===== config.mk =====
export PLATFORM = sky130hd
export DESIGN_NAME = fsct_ctrl
export DESIGN_NICKNAME = d
export VERILOG_FILES = /design/src/hdl/assert_macros.svh /design/src/hdl/fsct_pkg.sv /design/src/hdl/fsct_ctrl.sv
export SDC_FILE = /design/constraint.sdc
export NUM_CORES = 1
export LEC_CHECK = 0
export BUFFER_PORTS_ARGS = -buffer_cell sky130_fd_sc_hd__buf_2
export CAP_MARGIN = 20
export CORE_UTILIZATION = 41
export CTS_BUF_LIST = sky130_fd_sc_hd__clkbuf_8
export DETAILED_ROUTE_END_ITERATION = 12
export PLACE_DENSITY_LB_ADDON = 0.3
export SLEW_MARGIN = 5
export SYNTH_ARGS = -nofsm -noshare
export SYNTH_HDL_FRONTEND = slang
export SYNTH_SLANG_ARGS = --single-unit

===== constraint.sdc =====
create_clock -name i_clk -period 1.28 [get_ports i_clk]
set_input_delay 0.064 -clock i_clk [delete_from_list [all_inputs] [get_ports i_clk]]
set_output_delay 0.064 -clock i_clk [all_outputs]
set_load 0.005 [all_outputs]

===== src/hdl/assert_macros.svh =====
// Assertion macros for the RTL files; fsct_dp.sv is the one that includes them.
// Each use must sit in a module that has i_clk and i_rst_n.
`ifndef ASSERT_MACROS_SVH
`define ASSERT_MACROS_SVH

// Check on every rising edge, ignored while reset is held.
`define FSCT_ASSERT(lbl, prop, msg) \
    lbl: assert property (@(posedge i_clk) disable iff (!i_rst_n) prop) else $error(msg);

// Check on every rising edge, reset included.
`define FSCT_ASSERT_ALWAYS(lbl, prop, msg) \
    lbl: assert property (@(posedge i_clk) prop) else $error(msg);

`endif


===== src/hdl/fsct_pkg.sv =====
package fsct_pkg;

    localparam int TABLE_DEPTH_DEF = 256;

    localparam logic [1:0] STAT_OK   = 2'd0;
    localparam logic [1:0] STAT_NEG  = 2'd1;
    localparam logic [1:0] STAT_FULL = 2'd2;
    localparam logic [1:0] STAT_OOB  = 2'd3;

    localparam logic OP_INSERT = 1'b0;
    localparam logic OP_READ   = 1'b1;

    typedef struct packed {
        logic [30:0] frame;
        logic [7:0]  chan;
        logic [15:0] key;
        logic [63:0] value;
    } t_entry;

    typedef enum logic [3:0] {
        ST_IDLE,
        ST_DECODE,
        ST_SRCH_RD,
        ST_SRCH_CMP,
        ST_SHIFT_RD,
        ST_SHIFT,
        ST_WRITE,
        ST_READ_WAIT,
        ST_DONE
    } t_state;

    typedef enum logic [2:0] {
        RES_INS_OK,
        RES_NEG,
        RES_FULL,
        RES_OOB,
        RES_READ
    } t_res;

    // Commands from the controller to the datapath.
    typedef struct packed {
        logic load;
        logic srch_init;
        logic srch_rd;
        logic srch_step;
        logic pos_zero;
        logic pos_cnt;
        logic shift_init;
        logic shift_step;
        logic ins_write;
        logic rd_issue;
        logic out_load;
        t_res res;
    } t_dp_cmd;

    // Status from the datapath to the controller.
    typedef struct packed {
        logic is_read;
        logic neg;
        logic full;
        logic empty;
        logic append;
        logic oob;
        logic srch_eq;
        logic srch_close;
        logic shift_last;
        logic out_free;
    } t_dp_sts;

endpackage


===== src/hdl/fsct_ctrl.sv =====
module fsct_ctrl (
    input  logic              i_clk,
    input  logic              i_rst_n,
    input  logic              i_in_valid,
    output logic              o_in_ready,
    input  fsct_pkg::t_dp_sts i_sts,
    output fsct_pkg::t_dp_cmd o_cmd
);

    fsct_pkg::t_state r_state, n_state;
    fsct_pkg::t_res   r_res, n_res;

    always_ff @(posedge i_clk) begin
        if (!i_rst_n) begin
            r_state <= fsct_pkg::ST_IDLE;
            r_res   <= fsct_pkg::RES_INS_OK;
        end else begin
            r_state <= n_state;
            r_res   <= n_res;
        end
    end

    always_comb begin
        n_state    = r_state;
        n_res      = r_res;
        o_cmd      = '0;
        o_cmd.res  = r_res;
        o_in_ready = 1'b0;
        case (r_state)
            fsct_pkg::ST_IDLE: begin
                o_in_ready = 1'b1;
                if (i_in_valid) begin
                    o_cmd.load = 1'b1;
                    n_state    = fsct_pkg::ST_DECODE;
                end
            end
            fsct_pkg::ST_DECODE: begin
                if (i_sts.is_read) begin
                    if (i_sts.oob) begin
                        n_res   = fsct_pkg::RES_OOB;
                        n_state = fsct_pkg::ST_DONE;
                    end else begin
                        o_cmd.rd_issue = 1'b1;
                        n_state        = fsct_pkg::ST_READ_WAIT;
                    end
                end else if (i_sts.neg) begin
                    n_res   = fsct_pkg::RES_NEG;
                    n_state = fsct_pkg::ST_DONE;
                end else if (i_sts.full) begin
                    n_res   = fsct_pkg::RES_FULL;
                    n_state = fsct_pkg::ST_DONE;
                end else if (i_sts.empty) begin
                    o_cmd.pos_zero = 1'b1;
                    n_state        = fsct_pkg::ST_WRITE;
                end else if (i_sts.append) begin
                    o_cmd.pos_cnt = 1'b1;
                    n_state       = fsct_pkg::ST_WRITE;
                end else begin
                    o_cmd.srch_init = 1'b1;
                    n_state         = fsct_pkg::ST_SRCH_RD;
                end
            end
            fsct_pkg::ST_SRCH_RD: begin
                o_cmd.srch_rd = 1'b1;
                n_state       = fsct_pkg::ST_SRCH_CMP;
            end
            fsct_pkg::ST_SRCH_CMP: begin
                o_cmd.srch_step = 1'b1;
                if (i_sts.srch_eq || i_sts.srch_close) begin
                    n_state = fsct_pkg::ST_SHIFT_RD;
                end else begin
                    n_state = fsct_pkg::ST_SRCH_RD;
                end
            end
            fsct_pkg::ST_SHIFT_RD: begin
                o_cmd.shift_init = 1'b1;
                n_state          = fsct_pkg::ST_SHIFT;
            end
            fsct_pkg::ST_SHIFT: begin
                o_cmd.shift_step = 1'b1;
                if (i_sts.shift_last) begin
                    n_state = fsct_pkg::ST_WRITE;
                end
            end
            fsct_pkg::ST_WRITE: begin
                o_cmd.ins_write = 1'b1;
                n_res           = fsct_pkg::RES_INS_OK;
                n_state         = fsct_pkg::ST_DONE;
            end
            fsct_pkg::ST_READ_WAIT: begin
                n_res   = fsct_pkg::RES_READ;
                n_state = fsct_pkg::ST_DONE;
            end
            fsct_pkg::ST_DONE: begin
                if (i_sts.out_free) begin
                    o_cmd.out_load = 1'b1;
                    n_state        = fsct_pkg::ST_IDLE;
                end
            end
            default: begin
                n_state = fsct_pkg::ST_IDLE;
            end
        endcase
    end

endmodule


-- Word-level counts from Yosys, hierarchy flattened
Index checks and enable logic that the tools add are counted.
- output and inout port bits: 15
- logic and storage cells: 63
- bits in registers: 7
- input port bits: 13
- reductions and logical operators: 6
- eq/ne operators: 13
- mux-type cells: 42
- operator list (kind ; count):
    $mux 4 ; 8
    $pmux 4 s8 ; 1
    $mux 1 ; 22
    $mux 3 ; 6
    $eq 4x3->1 const B ; 4
    $pmux 3 s3 ; 1
    $eq 4x2->1 const B ; 2
    $mux 2 ; 4
    $ne 2x2->1 const B ; 3
    $reduce_and 3->1 ; 2
    $eq 4x1->1 const B ; 1
    $eq 4x4->1 const B ; 1
    $logic_not 4->1 ; 1
    $ne 4x4->1 const B ; 1
    $ne 3x3->1 const B ; 1
    $reduce_bool 3->1 ; 1
    $reduce_or 2->1 ; 1
    $logic_or 1x1->1 ; 1

-- Logic depth before layout (Yosys ltp)
- depth in word-level cells: 6
- depth in mapped cells: 4
- depth with buffers taken out: 3

-- Worst setup path after synthesis
Ideal clock, no wire load.
- path type: reg-to-reg
- start: register r_state[1]
- end: register r_res[1]
- arrival: 1273 ps
- cell stages (with the launch flop): 4
- library setup time: 60 ps
- required time: 1220 ps
- path buffers: 0
- clock period less this slack: 1333 ps
- setup slack: -53 ps
- cell sequence: dfxtp_1 > or4b_4 > nor3_4 > o2111a_1
- longest elaborated chain between the ends: 3
- elaborated cells on any way between the ends: 8
- those cells by class: 5 x eq/ne; 1 x mux; 2 x reduce/logical
- ends and longest elaborated chain (item ; line ; source):
    start: declaration ; fsct_ctrl.sv:10 ; fsct_pkg::t_state r_state, n_state;
    start signal: assignment ; fsct_ctrl.sv:15 ; r_state <= fsct_pkg::ST_IDLE;
    start signal: assignment ; fsct_ctrl.sv:18 ; r_state <= n_state;
    $eq 4x1->1 / $eq 4x3->1 (equally long branches) ; fsct_ctrl.sv:29 ; case (r_state)
    $ne 4x4->1 (no line), or another cell as far along ; -- ;
    $reduce_and 3->1 (no line) ; -- ;
    end signal: assignment ; fsct_ctrl.sv:16 ; r_res <= fsct_pkg::RES_INS_OK;
    end signal: assignment ; fsct_ctrl.sv:19 ; r_res <= n_res;
    end: declaration ; fsct_ctrl.sv:11 ; fsct_pkg::t_res r_res, n_res;
Parallel ways exist; a longest one is shown, timed or not.
A chain may end at the register's enable or synchronous reset.

==> impl_metrics.env <==
export IMPL_status="finished with violations"
export IMPL_violations="setup timing"
export IMPL_r2r_slack_ns=-0.10
export IMPL_synth_edf_count=0
export IMPL_fillers=66
export IMPL_drc=0
export IMPL_path_cells="or4b_4 > nor2_2 > buf_2"
export IMPL_grt_pass1_vias=599
export IMPL_yosys_area_top_type="dfxtp_1"
export IMPL_ys_seq_area_frac=0.252
export IMPL_yosysUniqueCellTypes=36
export IMPL_min_from="i_rst_n"
export IMPL_cts_tree="done"
export IMPL_synthTopCellsByArea="dfxtp_1, nor4b_4, o21a_1"
export IMPL_synth_top_area_frac=0.252
export IMPL_peakVddDrop_mv=0.885
export IMPL_crit_path_end_kind="output pin"
export IMPL_grt_pass1_wl_mm=2.77
export IMPL_ys_flop_type="dfxtp_1"
export IMPL_start_util=0.468
export IMPL_cts_made_buffers=3
export IMPL_fmax_ghz=0.667
export IMPL_cp_required_ns=1.22
export IMPL_grt_total_usage=0.277
export IMPL_cts_max_level=1
export IMPL_p_leak_nw=0.477
export IMPL_port_buffers=27
export IMPL_grt_max_degree=12
export IMPL_wl_per_cell_um=16.8
export IMPL_drt_total_wl_mm=2.05
export IMPL_drv_cap=0
export IMPL_tightest_slew_ns=0.417
export IMPL_setup_viol=15
export IMPL_die_x_um=38.8
export IMPL_reg2reg_depth=3
export IMPL_place_hpwl_mm=1.14
export IMPL_rows=12
export IMPL_syn_nets=81
export IMPL_clk_pin_slew_ns=0.04
export IMPL_netlist_area_sq_um=556
export IMPL_hold_path_end="r_state[0]"
export IMPL_crit_fanout=6
export IMPL_holdPathStages=2
export IMPL_cts_sinks=7
export IMPL_netlist_instances=68
export IMPL_final_min_clock_period_ns=1.50
export IMPL_hold_path_class="in -> reg"
export IMPL_drive_gt1_frac=0.694
export IMPL_drtIter0Drc=22
export IMPL_synth_commonest_cells="dfxtp_1, nand2_1, nor2_1"
export IMPL_synth_area_per_cell_sq_um=8.17
export IMPL_r2r_end="r_res[0]"
export IMPL_gp_congestion=0.869
export IMPL_p_per_area_nw_per_um2=1030
export IMPL_ys_async_sr_fraction=0
export IMPL_critPathLaunchType="register"
export IMPL_drtAntennaViolNets=0
export IMPL_dp_slack_ns=-0.0848
export IMPL_ys_seq_elements=7
export IMPL_max_stage_delay_ns=0.58
export IMPL_maxSlewHeadroom=0.720
export IMPL_finalCritPeriodShare=1.17
export IMPL_postLayoutSetupSlackWorst_ns=-0.219
export IMPL_finClkSkew_ns=0.00136
export IMPL_viasPerCell=5.76
export IMPL_postCtsHoldBufs=0
export IMPL_antenna_cells=0
export IMPL_num_vias=703
export IMPL_rsz0062_at_grt="yes"
export IMPL_timing_worst_setup_path_type="reg -> out"
export IMPL_hold_violations=0
export IMPL_core_area_sq_um=1190
export IMPL_syn_to_final_growth_pct=78.6
export IMPL_dieHeight_um=38.8
export IMPL_timing_hold_ws_ns=0.135
export IMPL_crit_path_top_delay_cell="or4b_4"
export IMPL_antenna_found_initial=0
export IMPL_clockRootBuffer="clkbuf_8"
export IMPL_grt_overflow=0
export IMPL_synth_most_common_cell="dfxtp_1"
export IMPL_yosys_warnings=0
export IMPL_dr_pass1_iters=4
export IMPL_clockBufferDepth=2
export IMPL_rr_startpoint="r_state[1]"
export IMPL_finalMaxSlewViolations=0
export IMPL_ios=28
export IMPL_clock_latency_ns=0.23
export IMPL_final_nets=122
export IMPL_die_area_sq_um=1510
export IMPL_cp_data_arrival_time_ns=1.43
==> state kept, by name, summed over array words and instances, names as in the netlist <==
signal,count
r_res,3
r_state,4
==> placed cells by master (no fill, tap or decap), types with 2 or more instances in the layout <==
cell      instances
dfxtp_4           3
or4b_4            3
clkbuf_8          3
nor2_1            2
nor3_2            4
buf_4             7
nand3b_1          2
a21oi_1           3
nand2_1           2
nand2_4           2
nor4_4            2
buf_2            27
nor3b_2           2
o32ai_1           2
dfxtp_1           3
nand2b_4          2
nor2_2            2
inv_1             3
o21a_1            3
buf_6             7
==> kinds of logic after synthesis <==
| group | count (synthesis) | synth area share |
|---|---|---|
| AND/OR/NAND/NOR | 34 | 0.435 |
| flip-flops | 7 | 0.252 |
| buffers and inverters | 8 | 0.0653 |
| AO/OA/AOI/OAI | 19 | 0.248 |
==> how the worst max path moves through the flow <==
stage          endpoint  slack (ns)        from
3_5_place_dp   r_res[1]       -0.08  r_state[3]
2_1_floorplan  r_res[0]       -0.02  r_state[3]
5_1_grt        o_cmd[4]       -0.24  r_state[1]
6_report       o_cmd[4]       -0.22  r_state[1]
3_3_place_gp   r_res[0]       -0.07  r_state[3]
4_1_cts        o_cmd[3]       -0.18  r_state[3]
==> critical path: cells and delay by family (launching register included) <==
| family | cells | cell delay, ns |
|---|---|---|
| flip-flops | 1 | 0.37 |
| AND/OR/NAND/NOR | 2 | 0.70 |
| buffers and inverters | 1 | 0.13 |
==> area by class of cell <==
| type | count | area, sq um | area share |
|---|---|---|---|
| Inverter | 3 | 11.3 | 0.0113 |
| Timing Repair Buffer | 41 | 267 | 0.269 |
| Multi-Input combinational cell | 53 | 498 | 0.502 |
| Clock inverter | 1 | 5.00 | 0.00504 |
| Sequential cell | 7 | 153 | 0.154 |
| Tap cell | 14 | 17.5 | 0.0177 |
| Clock buffer | 3 | 41.3 | 0.0416 |
==> power by group <==
| part | leakage (nW) | switching (mW) | internal (mW) | total [mW] |
|---|---|---|---|---|
| Sequential | 0.0597 | 0.0305 | 0.242 | 0.272 |
| Clock | 0.0255 | 0.109 | 0.212 | 0.321 |
| Combinational | 0.392 | 0.202 | 0.227 | 0.430 |
==> metal layers <==
| metal | share of wire | track usage | vias to the layer above | wire [um] |
|---|---|---|---|---|
| li1 | - | - | 340 | - |
| met1 | 0.42 | 0.348 | 323 | 861 |
| met2 | 0.51 | 0.450 | 32 | 1040 |
| met3 | 0.047 | 0.0867 | 8 | 97 |
| met4 | 0.024 | 0.0690 | 0 | 49 |
| met5 | 0 | 0 | - | 0 |
==> metrics by stage <==
stage	instance area [sq um]	instances	power [mW]	TNS [ns]	util
after floorplan	558	68	0.435	-0.0409	-
after global placement	761	114	0.552	-0.266	0.641
after detailed placement	761	114	0.557	-0.349	0.641
after CTS	945	121	0.972	-0.919	0.796
after global routing	992	122	1.06	-1.98	0.836
final	992	122	1.02	-1.23	0.836
==> what timing repair did <==
item	CTS	global route
pin swaps	12	3
setup endpoints to repair	16	17
setup buffers	3	2
resized for setup	27	10
No activity file was read; power rests on OpenSTA's default activity.
